==> config.mk <==
export PLATFORM = sky130hd
export DESIGN_NAME = spfc_sqrt
export DESIGN_NICKNAME = d
export VERILOG_FILES = /design/src/sv/spfc_sqrt.sv
export SDC_FILE = /design/constraint.sdc
export NUM_CORES = 1
export LEC_CHECK = 0
export BUFFER_PORTS_ARGS = -buffer_cell sky130_fd_sc_hd__buf_2
export CORE_MARGIN = 10
export CORE_UTILIZATION = 45
export DETAILED_ROUTE_END_ITERATION = 10
export SKIP_LAST_GASP = 1
export SYNTH_ARGS = -nofsm -noshare
export SYNTH_HDL_FRONTEND = slang
export SYNTH_SLANG_ARGS = --single-unit
export TNS_END_PERCENT = 30
==> constraint.sdc <==
create_clock -name clk -period 2.6 [get_ports clk]
set_input_delay 0.52 -clock clk [delete_from_list [all_inputs] [get_ports clk]]
set_output_delay 0.52 -clock clk [all_outputs]
set_load 0.005 [all_outputs]
==> src/sv/spfc_sqrt.sv <==
// Pipelined integer square root, one result bit per stage, with a side tag.
module spfc_sqrt #(
	parameter int IW = 16,
	parameter int TW = 1
) (
	input  logic                  clk,
	input  logic                  arst_n,
	input  logic                  en,
	input  logic                  in_valid,
	input  logic [IW-1:0]         in_val,
	input  logic [TW-1:0]         in_tag,
	output logic                  out_valid,
	output logic [(IW+1)/2-1:0]   out_root,
	output logic [TW-1:0]         out_tag
);
	localparam int RW = (IW + 1) / 2;
	localparam int CW = 2 * RW + 1;

	logic [RW-1:0] vld_s;
	logic [CW-1:0] rem_s  [RW];
	logic [RW-1:0] root_s [RW];
	logic [TW-1:0] tag_s  [RW];

	for (genvar k = 0; k < RW; k++) begin : g_stage
		localparam int B = RW - 1 - k;
		logic          v_i;
		logic [CW-1:0] rem_i;
		logic [RW-1:0] root_i;
		logic [TW-1:0] tag_i;
		logic [CW-1:0] trial;
		logic          take;

		if (k == 0) begin : g_first
			assign v_i    = in_valid;
			assign rem_i  = CW'(in_val);
			assign root_i = '0;
			assign tag_i  = in_tag;
		end else begin : g_next
			assign v_i    = vld_s[k-1];
			assign rem_i  = rem_s[k-1];
			assign root_i = root_s[k-1];
			assign tag_i  = tag_s[k-1];
		end

		// (root + 2^B)^2 - root^2 = root * 2^(B+1) + 2^(2B)
		assign trial = (CW'(root_i) << (B + 1)) + (CW'(1) << (2 * B));
		assign take  = rem_i >= trial;

		always_ff @(posedge clk or negedge arst_n) begin
			if (!arst_n) begin
				vld_s[k] <= 1'b0;
			end else if (en) begin
				vld_s[k] <= v_i;
			end
		end

		always_ff @(posedge clk) begin
			if (en) begin
				rem_s[k]  <= take ? rem_i - trial : rem_i;
				root_s[k] <= take ? (root_i | (RW'(1) << B)) : root_i;
				tag_s[k]  <= tag_i;
			end
		end
	end

	assign out_valid = vld_s[RW-1];
	assign out_root  = root_s[RW-1];
	assign out_tag   = tag_s[RW-1];

endmodule

[Word-level counts from Yosys, hierarchy flattened]
Memory sizes are Yosys's and may differ from the RTL's.
Index checks and enable logic that the tools add are counted.
Word-level totals
  flip-flop bits (word level): 8
  RAM bits: 208
  output and inout bits: 10
  memories: 3
Memory list
  rem_s: depth 8, width 17, read ports 7, clocked after memory_dff 0, write ports 8, RTL line 20  | logic [CW-1:0] rem_s [RW];
  root_s: depth 8, width 8, read ports 8, clocked after memory_dff 0, write ports 8, RTL line 21  | logic [RW-1:0] root_s [RW];
  tag_s: depth 8, width 1, read ports 8, clocked after memory_dff 0, write ports 8, RTL line 22  | logic [TW-1:0] tag_s [RW];
Operators by class
  add/sub/neg operators: 15
  $lt $le $gt $ge: 8
  multiplexer cells: 18
Operators with widths (count)
  two-way mux 17 bit: 8
  greater-or-equal comparator 17 x 10 -> 1 bit: 1
  greater-or-equal comparator 17 x 11 -> 1 bit: 1
  greater-or-equal comparator 17 x 12 -> 1 bit: 1
  greater-or-equal comparator 17 x 13 -> 1 bit: 1
  greater-or-equal comparator 17 x 14 -> 1 bit: 1
  greater-or-equal comparator 17 x 15 -> 1 bit: 1
  greater-or-equal comparator 17 x 16 -> 1 bit: 1
  subtractor 16 x 15 -> 17 bit, second input constant: 1
  subtractor 17 x 10 -> 17 bit: 1
  subtractor 17 x 11 -> 17 bit: 1
  subtractor 17 x 12 -> 17 bit: 1
  subtractor 17 x 13 -> 17 bit: 1
  subtractor 17 x 14 -> 17 bit: 1
  subtractor 17 x 15 -> 17 bit: 1
  subtractor 17 x 16 -> 17 bit: 1
  adder 15 x 13 -> 16 bit, second input constant: 1
  greater-or-equal comparator 16 x 15 -> 1 bit, second input constant: 1
  adder 14 x 11 -> 15 bit, second input constant: 1
  adder 13 x 9 -> 14 bit, second input constant: 1
  adder 12 x 7 -> 13 bit, second input constant: 1
  adder 11 x 5 -> 12 bit, second input constant: 1
  adder 10 x 3 -> 11 bit, second input constant: 1
  adder 9 x 1 -> 10 bit, second input constant: 1
  8 further kinds: 10

[Longest topological paths before layout]
An unclocked memory read counts as a cell.
  depth in word-level cells: 4
  gate-level depth with buffers: 8
  mapped depth without buffers: 7

[Worst setup path after synthesis]
No wires, ideal clock.
  path type: reg-to-reg
  from: memory rem_s[4][9] (netlist bit)
  to: memory rem_s[5][10] (netlist bit), data pin
  data arrival time: 2.206 ns
  required time: 2.340 ns
  setup slack: 0.134 ns
  stages on the path, launching flop included: 8
  path buffers: 1
  clock period less this slack: 2.466 ns
  cell sequence: edfxtp_1 > ha_1 > clkbuf_1 > and4b_1 > and3_1 > nor3_1 > nand2_1 > mux2_2
RTL lines (RTL line)
  start: declaration: 20

==> run metrics <==
status=completed; drt initial violations=177; register area=5090 µm²; slowest CP cell=o311ai_0; Crit path max-delay family=compound AO/OA/AOI/OAI gates; number of synthesized register bits=171; number of synthesized flops with an enable pin=163; I/O pins=31; kind of critical path=register to register; crit start category=register; CP Depth=6; Final HPWL DP=8960 µm; final hold vios=0; worst endpoint data arrival time=2.62 ns; Mapped Cells=532; area grow syn2layout=14.4%; Num CTS Buffers=17; critical path data required time=2.76 ns; critical path cell sequence=ha_1, nor2b_1, o311ai_0, nand2_1, a2111oi_0, xor2_1; Row Count=48; measured slew at the worst slew-check pin=0.731 ns; LEAKAGE=0.00343 µW; setup ws final=0.138 ns; max-slew violations=0; CP Max Fanout=4; Syn Nets=593; via/cell ratio=5.26; top cells by area, synth=edfxtp_1, ha_1, xnor2_1; HP Start=in_val[7]; H-tree levels=4; Distinct cells, synth=55; Max Freq=406 MHz; Fill cells=1,418; slowest stage delay, CP=0.52 ns; vias=4,347; dpl ws=0.163 ns; post-synthesis sequential area ratio=0.655; Worst Hold Depth=1; synth cell count leaders=edfxtp_1, inv_1, ha_1; area of the multi-input gates=2510 µm²; Yosys warning count=0; vias in the first global route=4,499; Post-Route Setup TNS=0 ns; Core ar.=17,100 µm²; grt ovf=0; layout cells sized above 1=0.173; TritonCTS clock tree=built; clk_lat worst skew=0.42 ns; Setup-failing EPs final=0; clock buffer depth=2; CTS clk-pin slew, worst paths=0.07 ns; Mean Syn Cell Area=14.6 µm²; Slew headroom=0.500; port bufs=30; fin crit share=0.947; DRC=0; Critical R2R Launch=rem_s[4][6]; DRT Pass-1 Iters=4; PwrDens=806 nW/µm²; total inserted antenna cells=0; RSZ-0062 raised after global routing=false; Max Clock Skew=0.00774 ns; first-pass GRT wire length=20,100 µm; Routed WL=12,300 µm; Avg WL per Cell=14.9 µm; nets@finish=650; Post-CTS Setup Inserts=0; initial antenna violation count=0; synthesized area=7780 µm²; worst reg2reg path depth=6; Worst Setup SP=rem_s[4][6]; buffer type at the clock tree root=clkbuf_16; Initial Utilization=0.454; max_cap viols=0; area leader, netlist=edfxtp_1; clock sinks=171; Most used DFF post-synth=edfxtp_1; largest net degree at the start of global routing=52; antenna violation net count after detailed routing=0; worst hold path type=input pin to register; die height=151 µm; WP buf/inv=0; Die ar.=22,900 µm²; Total GRT Usage=0.113; asr flop ratio synth=0.0468; Worst setup EP type=register; GP Congestion=0.902; top-area cell type share of the netlist area=0.629; most common cell in the synthesized netlist=edfxtp_1; peak supply drop=0.000501 V; fin crit period=2.46 ns; die width=151 µm
## report_power, final
group | internal (µW) | switching (µW) | leakage (µW)
Clock | 1360 | 1110 | 0.000280
Sequential | 3430 | 203 | 0.00166
Combinational | 523 | 532 | 0.00149
## per-layer routing
metal / GRT usage / up-vias / share of wire
li1: - / 2153 / -
met1: 0.106 / 2080 / 0.38
met2: 0.210 / 90 / 0.55
met3: 0.0362 / 24 / 0.041
met4: 0.0654 / 0 / 0.029
met5: 0 / - / 0
## final timing paths
path / end / slack, ns
max in group asynchronous: out_valid / 1.98
hold reg to reg: tag_s[1][1] / 0.42
setup reg to reg: rem_s[5][14] / 0.14
min in group asynchronous: g_stage[4].v_i / 0.46
hold / removal: rem_s[0][7] / 0.27
setup / recovery: rem_s[5][14] / 0.14
## cell usage in the layout, fill, tap and decap left out, types with 8 or more instances in the layout
cell	netlist	routed
a21oi_1	14	14
buf_2	0	29
buf_4	0	8
clkbuf_16	0	17
dfrtp_1	8	8
edfxtp_1	163	163
ha_1	40	40
inv_1	45	45
mux2_2	19	19
nand2_1	12	12
nor2_1	23	22
nor2b_1	9	9
nor3_1	10	10
nor4_1	12	12
o21a_1	13	13
o21ai_0	16	16
xnor2_1	28	28
xor2_1	15	15
## registers in the layout (all words and copies together), names as in the netlist
name,cells
root_s,36
out_valid,1
rem_s,119
tag_s,8
g_stage.v_i,7
## worst register-to-register path: cells and delay by family (launching register included)
kind	cells	cell delay, ns
compound gates	2	1.01
xor+xnor	1	0.12
flops	1	0.39
simple gates	2	0.32
fa+ha+maj	1	0.35
## repair_timing
| item | CTS | global route |
|---|---|---|
| resized for setup | 0 | 1 |
| hold endpoints to repair | 8 | 0 |
| hold buffers | 1 | 0 |
| endpoints found under the setup margin | 0 | 1 |
## kinds of logic after synthesis
logic type               synth area share
buffers and inverters              0.0232
multiplexers                       0.0436
adder cells (fa/ha/maj)            0.0643
XOR/XNOR                           0.0484
flip-flops                          0.655
AO/OA/AOI/OAI                      0.0838
other                            0.000482
AND/OR/NAND/NOR                    0.0812
## stage by stage
step	instance area [µm²]	util	total power (µW)	cells	hold WS, ns
5_1_grt	8900	0.520	7510	827	0.233
3_5_place_dp	8310	0.485	4750	794	0.367
2_1_floorplan	7780	-	4430	532	0.224
3_3_place_gp	8310	0.485	4700	794	0.358
6_report	8900	0.520	7170	827	0.266
4_1_cts	8890	0.520	7230	827	0.241
## final cells by class
type                            instances  area share
Sequential cell                       171       0.573
Clock inverter                         14      0.0167
Inverter                               45      0.0190
Clock buffer                           18      0.0482
Timing Repair Buffer                   41      0.0300
Multi-Input combinational cell        313       0.282
Tap cell                              225      0.0316
No activity file was read; power rests on OpenSTA's default activity.
