**config.mk**
```make
export PLATFORM = sky130hd
export DESIGN_NAME = spfc_div
export DESIGN_NICKNAME = d
export VERILOG_FILES = /design/src/sv/spfc_div.sv
export SDC_FILE = /design/constraint.sdc
export NUM_CORES = 1
export LEC_CHECK = 0
export BUFFER_PORTS_ARGS = -buffer_cell sky130_fd_sc_hd__buf_2
export CORE_MARGIN = 2
export CORE_UTILIZATION = 35
export DETAILED_ROUTE_END_ITERATION = 6
export MAX_ROUTING_LAYER = met4
export PLACE_DENSITY_LB_ADDON = 0.1
export SYNTH_ARGS = -nofsm -noshare
export SYNTH_HDL_FRONTEND = slang
export SYNTH_SLANG_ARGS = --single-unit
```
**constraint.sdc**
```tcl
create_clock -name clk -period 4.3 [get_ports clk]
set_clock_uncertainty 0.15 [all_clocks]
set_input_delay 0.215 -clock clk [delete_from_list [all_inputs] [get_ports clk]]
set_output_delay 0.215 -clock clk [all_outputs]
set_load 0.005 [all_outputs]
```
**src/sv/spfc_div.sv**
```systemverilog
// Pipelined restoring divider, one quotient bit per stage, with a side tag.
module spfc_div #(
	parameter int NW = 32,
	parameter int DW = 16,
	parameter int QW = 16,
	parameter int TW = 1
) (
	input  logic          clk,
	input  logic          arst_n,
	input  logic          en,
	input  logic          in_valid,
	input  logic [NW-1:0] in_num,
	input  logic [DW-1:0] in_den,
	input  logic [TW-1:0] in_tag,
	output logic          out_valid,
	output logic [QW-1:0] out_quo,
	output logic [TW-1:0] out_tag
);
	localparam int CW = (NW > DW + QW) ? NW : DW + QW;

	logic [QW-1:0] vld_s;
	logic [CW-1:0] rem_s [QW];
	logic [DW-1:0] den_s [QW];
	logic [QW-1:0] quo_s [QW];
	logic [TW-1:0] tag_s [QW];

	// The caller guarantees the quotient fits in QW bits.
	for (genvar k = 0; k < QW; k++) begin : g_stage
		localparam int B = QW - 1 - k;
		logic          v_i;
		logic [CW-1:0] rem_i;
		logic [DW-1:0] den_i;
		logic [QW-1:0] quo_i;
		logic [TW-1:0] tag_i;
		logic [CW-1:0] trial;
		logic          take;

		if (k == 0) begin : g_first
			assign v_i   = in_valid;
			assign rem_i = CW'(in_num);
			assign den_i = in_den;
			assign quo_i = '0;
			assign tag_i = in_tag;
		end else begin : g_next
			assign v_i   = vld_s[k-1];
			assign rem_i = rem_s[k-1];
			assign den_i = den_s[k-1];
			assign quo_i = quo_s[k-1];
			assign tag_i = tag_s[k-1];
		end

		assign trial = CW'(den_i) << B;
		assign take  = rem_i >= trial;

		always_ff @(posedge clk or negedge arst_n) begin
			if (!arst_n) begin
				vld_s[k] <= 1'b0;
			end else if (en) begin
				vld_s[k] <= v_i;
			end
		end

		always_ff @(posedge clk) begin
			if (en) begin
				rem_s[k] <= take ? rem_i - trial : rem_i;
				den_s[k] <= den_i;
				quo_s[k] <= take ? (quo_i | (QW'(1) << B)) : quo_i;
				tag_s[k] <= tag_i;
			end
		end
	end

	assign out_valid = vld_s[QW-1];
	assign out_quo   = quo_s[QW-1];
	assign out_tag   = tag_s[QW-1];

endmodule

```
Word-level counts from Yosys, hierarchy flattened
Memories as Yosys holds them, arrays and structs flattened.
Cells that the tools add are included.
{ "totals": {"reg_bits": 16, "in_bits": 53, "output_inout_bits": 18, "wordCells": 86, "ram_bits": 1040, "mem_count": 4} }
{ "op_classes": {"order_cmp": 16, "muxes": 34, "n_addsub": 16} }
{ "memory_table": {"columns": ["memory", "words", "width", "read_ports", "rd_clocked_by_memory_dff", "write_ports", "line_no", "rtl"], "rows": [
  ["rem_s", 16, 32, 15, 0, 16, "22", "logic [CW-1:0] rem_s [QW];"],
  ["den_s", 16, 16, 15, 0, 16, "23", "logic [DW-1:0] den_s [QW];"],
  ["quo_s", 16, 16, 16, 0, 16, "24", "logic [QW-1:0] quo_s [QW];"],
  ["tag_s", 16, 1, 16, 0, 16, "25", "logic [TW-1:0] tag_s [QW];"]
]} }
{ "ops": {"columns": ["operator", "n"], "rows": [
  ["32-bit 2-to-1 mux", 16],
  ["32-bit by 16-bit greater-or-equal comparator with 1-bit output", 1],
  ["32-bit by 17-bit greater-or-equal comparator with 1-bit output", 1],
  ["32-bit by 18-bit greater-or-equal comparator with 1-bit output", 1],
  ["32-bit by 19-bit greater-or-equal comparator with 1-bit output", 1],
  ["32-bit by 20-bit greater-or-equal comparator with 1-bit output", 1],
  ["32-bit by 21-bit greater-or-equal comparator with 1-bit output", 1],
  ["32-bit by 22-bit greater-or-equal comparator with 1-bit output", 1],
  ["32-bit by 23-bit greater-or-equal comparator with 1-bit output", 1],
  ["32-bit by 24-bit greater-or-equal comparator with 1-bit output", 1],
  ["32-bit by 25-bit greater-or-equal comparator with 1-bit output", 1],
  ["32-bit by 26-bit greater-or-equal comparator with 1-bit output", 1],
  ["32-bit by 27-bit greater-or-equal comparator with 1-bit output", 1],
  ["32-bit by 28-bit greater-or-equal comparator with 1-bit output", 1],
  ["32-bit by 29-bit greater-or-equal comparator with 1-bit output", 1],
  ["32-bit by 30-bit greater-or-equal comparator with 1-bit output", 1],
  ["32-bit by 31-bit greater-or-equal comparator with 1-bit output", 1],
  ["32-bit by 16-bit subtractor with 32-bit output", 1],
  ["32-bit by 17-bit subtractor with 32-bit output", 1],
  ["32-bit by 18-bit subtractor with 32-bit output", 1],
  ["32-bit by 19-bit subtractor with 32-bit output", 1],
  ["32-bit by 20-bit subtractor with 32-bit output", 1],
  ["32-bit by 21-bit subtractor with 32-bit output", 1],
  ["32-bit by 22-bit subtractor with 32-bit output", 1],
  ["25 further kinds", 27]
]} }

Longest topological paths before layout
Gate-level depths: netlist (run 1).
An unclocked memory read counts as a cell.
{ "logic_depth": {"ltp_word": 3, "mapped_depth": 13, "ltp_nobuf": 12} }

Least setup slack after synthesis (run 1)
Ideal clock, no wire load.
{ "synth_path": {"path_kind": "register -> register", "start": "memory den_s[7][1] (netlist: den_s[0][113])", "end": "memory rem_s[1][8] (netlist bit), data pin", "required_time_ps": 3883, "stages_incl_launch_ff": 12, "arrival_time_ps": 3089, "setup_time_ps": 267, "period_less_slack_ps": 3506, "setup_slack_ps": 794, "path_cell_list": "edfxtp_1 -> inv_1 -> ha_1 -> nor2b_1 -> o31a_1 -> o31a_1 -> o21a_1 -> a31o_2 -> a2111oi_0 -> clkbuf_1 -> clkbuf_1 -> o21ai_0"} }
{ "synth_lines": {"columns": ["item", "line_no"], "rows": [
  ["start: declaration", "23"],
  ["end: declaration", "22"]
]} }

==> run_results.csv, run 1 <==
group,metric,value,unit
worst_setup_path,worst_ep_required_time,4610,ps
timing,setup-tns-final,0,ps
timing,tightest_slew,857.1,ps
die,ios,71,
worst_setup_path,path_cells,"or4_4 -> or3_4 -> or4_4 -> or4_4 -> or2_1 -> o22ai_4 -> buf_4 -> o21ai_0",
worst_setup_path,critPathArrivalTime,4100,ps
clock_tree,clk_latency,710,ps
worst_setup_path,cp_num_buf_inv,1,
timing,worst_hold_slack,78.31,ps
worst_setup_path,critical_path_class,"reg -> reg",
worst_setup_path,start_kind,"register",
route,vias,28650,
layout,syn2layout_area_growth,15.28,%
route,routed_wirelength_normalized_by_instance_count,17.03,um
worst_hold_path,worst_hold_path_type,"in -> reg",
yosys,average_cell_area_after_synthesis,12.11,um2
yosys,synth_top_flop_cell,"edfxtp_1",
power,max-vdd-ir-drop,0.4064,mV
layout,final_util,40.54,%
yosys,synth_edf_count,872,
layout,final_layout_size_suffix_gt1_share,10.47,%
clock_tree,cts-buffers-inserted,103,
timing,maximum_frequency_from_static_timing_analysis,0.2632,GHz
layout,multi_input_area,0.01734,mm2
placement,placed_area,0.04831,mm2
clock_tree,clk_transition_reported_paths,60,ps
worst_setup_path,worst_setup_path_end_kind,"register",
run,timing.max_cap.violations,0,
timing,layout_worst_path_cycle_share,88.35,%
run_status,outcome,"complete, no violations",
die,core_area,0.1292,mm2
clock_tree,tritoncts,"built",
clock_tree,cts_buffer_depth,3,
route,detail_route.vias_per_cell,4.930,
clock_tree,clk_root_buffer_cell,"clkbuf_16",
clock_tree,post_cts_resize_count,0,
route,number_of_remaining_drc_errors,0,
timing,finalSetupViolCount,0,
die,placementRows,132,
yosys,synth-seq-area-share,58.53,%
clock_tree,numClockSinks,888,
power,power.density,618.3,mW/mm2
layout,layout.nets,4301,
route,routed_wl,98.97,mm
yosys,syn_inst,3752,
yosys,synth_fp_nets,4076,
worst_setup_path,critPathSlowestCell,"or4_4",
timing,slew-limit-headroom,42.86,%
route,detail_route.first_pass.iterations,7,
timing,grt_setup_unrepaired,"false",
timing,timing.final.crit_period,3799,ps
placement,globalplace.congestion,0.9013,
die,die_area,0.1327,mm2
global_routing,antenna_found_initial,0,
clock_tree,clock_tree.htree_level_count,3,
yosys,synth_seq_cells,888,
power,post_layout_total_power,32.37,mW
worst_setup_path,worstPathMaxFanout,22,
global_routing,number_of_global_route_vias_before_repair,30390,
power,p_leak,19.86,nW
die,die_height,364.2,um
worst_setup_path,worst_path_largest_cell_delay,540,ps
layout,num_antenna_cells,0,
yosys,yosysWarnings,0,
layout,register_area,0.02659,mm2
die,floorplan.initialDensity,35.17,%
global_routing,grt_pass1_wl,158.7,mm
die,dieWidth,364.2,um
yosys,netlist_area,0.04542,mm2
placement,hpwl,73.68,mm
yosys,synth-async-reset-ratio,1.802,%
route,initialDrtViolationCount,1589,
global_routing,groute.usage.overall,15.55,%
timing,final_max_slew_viol_count,0,
placement,port-buffer-count,70,
layout,fillCellCount,12370,
global_routing,gr-total-overflow,0,
route,postRouteAntennaNets,0,
timing,timing.final.hold_violations,0,
global_routing,grt_start_max_net_pins,109,
worst_setup_path,critPathMostFrequentCell,"or4_4",
worst_setup_path,delay_heaviest_family_cp,"simple AND/OR/NAND/NOR gates",
layout,stdcell_area,0.05236,mm2
yosys,netlist-cell-type-count,75,
==> report_power, final <==
part,leakage [nW],internal [mW],switching [mW]
Clock,1.70,5.23,3.63
Combinational,9.57,4.67,5.78
Sequential,8.59,11.9,1.13
Total,19.9,21.8,10.5
==> cell families after synthesis <==
family / count (synthesis) / synth area share, %
and+or+nand+nor: 977 / 10.89
muxes: 94 / 2.319
xor gates and xnor gates: 299 / 5.765
buffers and inverters: 401 / 3.355
DFF: 888 / 58.53
AOI/OAI and AO/OA: 822 / 11.43
adders and majority gates: 271 / 7.713
==> state kept, by name (all words and copies together) (netlist names) <==
register,flops
out_valid,1
rem_s,480
den_s,240
quo_s,136
tag_s,16
g_stage.v_i,15
==> timing repair <==
item / 4_1_cts / 5_1_grt
endpoints found under the setup margin: 0 / 0
buffers inserted: 0 / 0
endpoints found under the hold margin: 138 / 0
hold buffers: 56 / 0
==> worst register-to-register path, stage by stage, from the launching register on <==
cell and delay [ps]:
edfxtp_1 430, or4_4 540, or3_4 360, or4_4 450, or4_4 530, or2_1 280, o22ai_4 480, buf_4 290
o21ai_0 100
==> synthesized netlist by cell type (13+ instances only) <==
master     instances  share of area [%]
and3_1            21               0.29
a21o_1            91                1.5
nand4b_1          13               0.25
and2_1            17               0.23
a31oi_1           27               0.37
or3_1             37               0.51
o21bai_1          16               0.26
fa_1              15               0.66
nor3_1            82               0.90
o31a_1            20               0.39
nor2b_1           44               0.61
ha_1             256                7.1
mux2_2            90                2.2
o31ai_1           19               0.31
nand3b_1          21               0.35
a21oi_1          263                2.9
o21a_1            49               0.81
nand4_1           35               0.48
nor4b_1           13               0.25
nor2_1           263                2.2
a2111oi_0         19               0.37
xor2_1           123                2.4
o21ai_0          175                1.9
inv_1            328                2.7
nand2_1          200                1.7
o211ai_1          18               0.30
nand2b_1          45               0.62
nand3_1           68               0.75
dfrtp_1           16               0.88
nor4_1            52               0.72
xnor2_1          176                3.4
or4_1             18               0.30
or2_2             22               0.30
a211oi_1          41               0.68
clkbuf_1          56               0.46
edfxtp_1         872                 58
==> path summary, 6_finish.rpt <==
kind | to | from | depth (start not counted) | slack [ps]
max | rem_s[1][140] | rem_s[1][119] | 8 | 500
min | den_s[0][10] | in_den[10] | 2 | 80
max reg2reg | rem_s[1][140] | rem_s[1][119] | 8 | 500
min reg2reg | tag_s[3][0] | tag_s[2][1] | 0 | 260
max in group asynchronous | g_stage[11].v_i | arst_n | 3 | 3070
min in group asynchronous | g_stage[7].v_i | arst_n | 3 | 490
==> area by class of cell <==
cell class	instances	share of cell area (%)
Clock buffer	124	5.152
Sequential cell	888	50.77
Clock inverter	72	1.524
Inverter	329	2.358
Multi-Input combinational cell	2463	33.11
Timing Repair Buffer	192	2.920
Tap cell	1742	4.162
==> metal layers <==
| metal | GRT usage [%] | part of all wire [%] |
|---|---|---|
| met5 | - | 0 |
| met4 | 6.822 | 3.8 |
| met3 | 2.040 | 2.6 |
| met2 | 31.03 | 57 |
| met1 | 14.55 | 36 |
==> layout by cell type, fill, tap and decap left out, types with 22 or more instances in the layout <==
| cell | instances |
|---|---|
| nand2_1 | 200 |
| clkinv_2 | 25 |
| buf_4 | 57 |
| nor2_1 | 263 |
| nand3_1 | 68 |
| edfxtp_1 | 872 |
| buf_2 | 69 |
| a21oi_1 | 261 |
| a21o_1 | 91 |
| ha_1 | 256 |
| clkinv_1 | 24 |
| clkbuf_16 | 104 |
| a31oi_1 | 27 |
| nor2b_1 | 44 |
| xnor2_1 | 176 |
| inv_1 | 328 |
| o21ai_0 | 174 |
| o21a_1 | 49 |
| dlygate4sd3_1 | 56 |
| xor2_1 | 123 |
| or3_1 | 37 |
| mux2_2 | 90 |
| nand4_1 | 35 |
| or2_2 | 22 |
| nor4_1 | 52 |
| nor3_1 | 82 |
| nand2b_1 | 45 |
| a211oi_1 | 40 |
==> through the flow <==
step	instances	setup WS [ps]
floorplan	3752	794.0
global placement	5558	454.1
detailed placement	5558	430.1
CTS	5810	487.9
global route	5810	330.1
finish	5810	501.0
(Power assumes the default switching activity.)
==> run 2, diff against run 1 <==
- CORE_UTILIZATION: 35 -> 64
==> run_results.csv, run 2 (synthesis results as in run 1) <==
group,metric,value,unit
route,detail_route.vias_per_cell,6.117,
worst_setup_path,rr_worst_depth,8,
layout,stdcell_area,0.05064,mm2
worst_setup_path,worst-r2r-setup-slack,480,ps
worst_setup_path,critical_path_class,"reg -> reg",
layout,final_util,72.18,%
run_status,outcome,"complete, but fails checks",
timing,grt_setup_unrepaired,"false",
timing,timing.final.ws_setup,476.7,ps
worst_setup_path,crit-reg2reg-capture,"rem_s[1][134]",
timing,maximum_frequency_from_static_timing_analysis,0.2616,GHz
power,max-vdd-ir-drop,0.4188,mV
die,placementRows,97,
placement,port-buffer-count,70,
clock_tree,clock_tree.htree_level_count,3,
timing,layout_worst_path_cycle_share,88.91,%
timing,timing.final.crit_period,3823,ps
timing,final_max_slew_viol_count,0,
layout,top_register,"rem_s",
global_routing,groute.layer.met2.usage,50.36,%
global_routing,groute.usage.overall,28.21,%
power,p_leak,19.47,nW
timing,finalSetupViolCount,0,
route,postRouteAntennaNets,0,
run_status,failing_checks,"hold timing",
die,die_area,0.07312,mm2
layout,layout.nets,4264,
placement,hpwl,71.05,mm
route,routed_wirelength_normalized_by_instance_count,20.06,um
die,floorplan.initialDensity,64.75,%
timing,tightest_slew,1002,ps
run,timing.max_cap.violations,0,
clock_tree,clk_transition_reported_paths,60,ps
worst_setup_path,crit-reg2reg-launch,"rem_s[1][119]",
timing,slew-limit-headroom,33.18,%
global_routing,grt_pass1_wl,160.7,mm
clock_tree,cts-buffers-inserted,90,
power,post_layout_total_power,31.45,mW
global_routing,global_route.peak_usage_layer,"met2",
worst_setup_path,cp-endpoint,"rem_s[1][134]",
power,power.density,621.2,mW/mm2
timing,worst_hold_slack,-12.49,ps
global_routing,gr-total-overflow,0,
die,die_height,270.4,um
clock_tree,tritoncts,"built",
placement,pre_cts_slack,463.5,ps
worst_setup_path,worstPathMaxFanout,25,
timing,timing.final.hold_violations,7,
worst_setup_path,worst_setup_path_end_kind,"register",
global_routing,grt_start_max_net_pins,106,
clock_tree,clk_latency,670,ps
layout,largest_registers,"rem_s x480, den_s x240, quo_s x136",
layout,num_antenna_cells,0,
layout,layout.cells.most_common,"edfxtp_1",
route,vias,30300,
clock_tree,numClockSinks,888,
die,dieWidth,270.4,um
layout,layout_common_cells,"edfxtp_1, inv_1, nor2_1",
layout,largest_register_ffs,480,
placement,globalplace.congestion,0.9818,
global_routing,antenna_found_initial,0,
clock_tree,cts_buffer_depth,3,
clock_tree,post_cts_buffers,0,
worst_hold_path,worst_hold_path_type,"in -> reg",
timing,setup-tns-final,0,ps
clock_tree,clk_root_buffer_cell,"clkbuf_16",
die,ios,71,
clock_tree,post_cts_resize_count,0,
route,number_of_remaining_drc_errors,0,
worst_setup_path,worst_ep_required_time,4570,ps
worst_setup_path,critical_path.startpoint,"rem_s[1][119]",
layout,syn2layout_area_growth,11.48,%
route,routed_wl,99.38,mm
global_routing,number_of_global_route_vias_before_repair,30910,
route,initialDrtViolationCount,2364,
global_routing,globalRouteMet3Util,3.432,%
global_routing,met1_usage,32.69,%
placement,placed_area,0.04714,mm2
worst_setup_path,critPathArrivalTime,4100,ps
route,detail_route.first_pass.iterations,6,
layout,final_layout_size_suffix_gt1_share,9.367,%
worst_setup_path,start_kind,"register",
die,core_area,0.07015,mm2
==> run 2: cell count changes in the layout (fill, tap and decap cells not counted), sizes merged <==
| cell | delta |
|---|---|
| clkinvlp | -1 |
| clkbuf | -15 |
| dlygate4sd3 | -4 |
| buf | -20 |
| clkinv | -10 |
| bufinv | -4 |
==> run 2: what timing repair did <==
item / in CTS / in global routing
hold buffers: 52 / 0
endpoints found under the hold margin: 66 / 0
setup endpoints to repair: 0 / 0
==> run 2: worst min-delay path by stage <==
stage               startpoint              end  slack [ps]  cells past startpoint
global route                en      tag_s[4][0]           9                      1
floorplan               arst_n  g_stage[10].v_i        -230                      0
detailed placement      arst_n  g_stage[15].v_i         -10                      1
global placement        arst_n  g_stage[14].v_i         -30                      1
CTS                         en      tag_s[4][0]           5                      1
finish                      en      tag_s[4][0]         -10                      1
==> run 2: where the power goes <==
part           internal, mW  total (mW)  switching, mW
registers              11.9        13.2           1.22
logic                  4.63        10.5           5.88
clock network          4.42        7.78           3.37
total                  21.0        31.5           10.5
==> run 2: worst max-delay path, cell delays in order (launching register included) <==
cell and delay, ps:
edfxtp_1 440, or4_4 550, or3_4 360, or4_4 450, or4_4 530, or2_1 270, o22ai_4 460, inv_1 130
a31o_2 260
==> run 2: per-stage QoR <==
| step | std cells | hold WS (ps) |
|---|---|---|
| floorplan | 3752 | -230.6 |
| global placement | 4736 | -28.46 |
| detailed placement | 4736 | -11.04 |
| CTS | 4954 | 5.348 |
| global route | 4954 | 8.957 |
| finish | 4954 | -12.49 |
==> run 2: layer usage <==
metal,routed length (um),vias up
met5,0,-
met4,3321,0
met3,4945,251
met2,52220,989
met1,38890,14760
li1,-,14300
==> run 2: final cells by class <==
class	instances	area (um2)
Sequential cell	888	26590
Fill cell	4710	19510
Multi-Input combinational cell	2463	17340
Clock buffer	109	2344
Timing Repair Buffer	168	1326
Inverter	329	1235
Tap cell	940	1176
Clock inverter	57	630.6
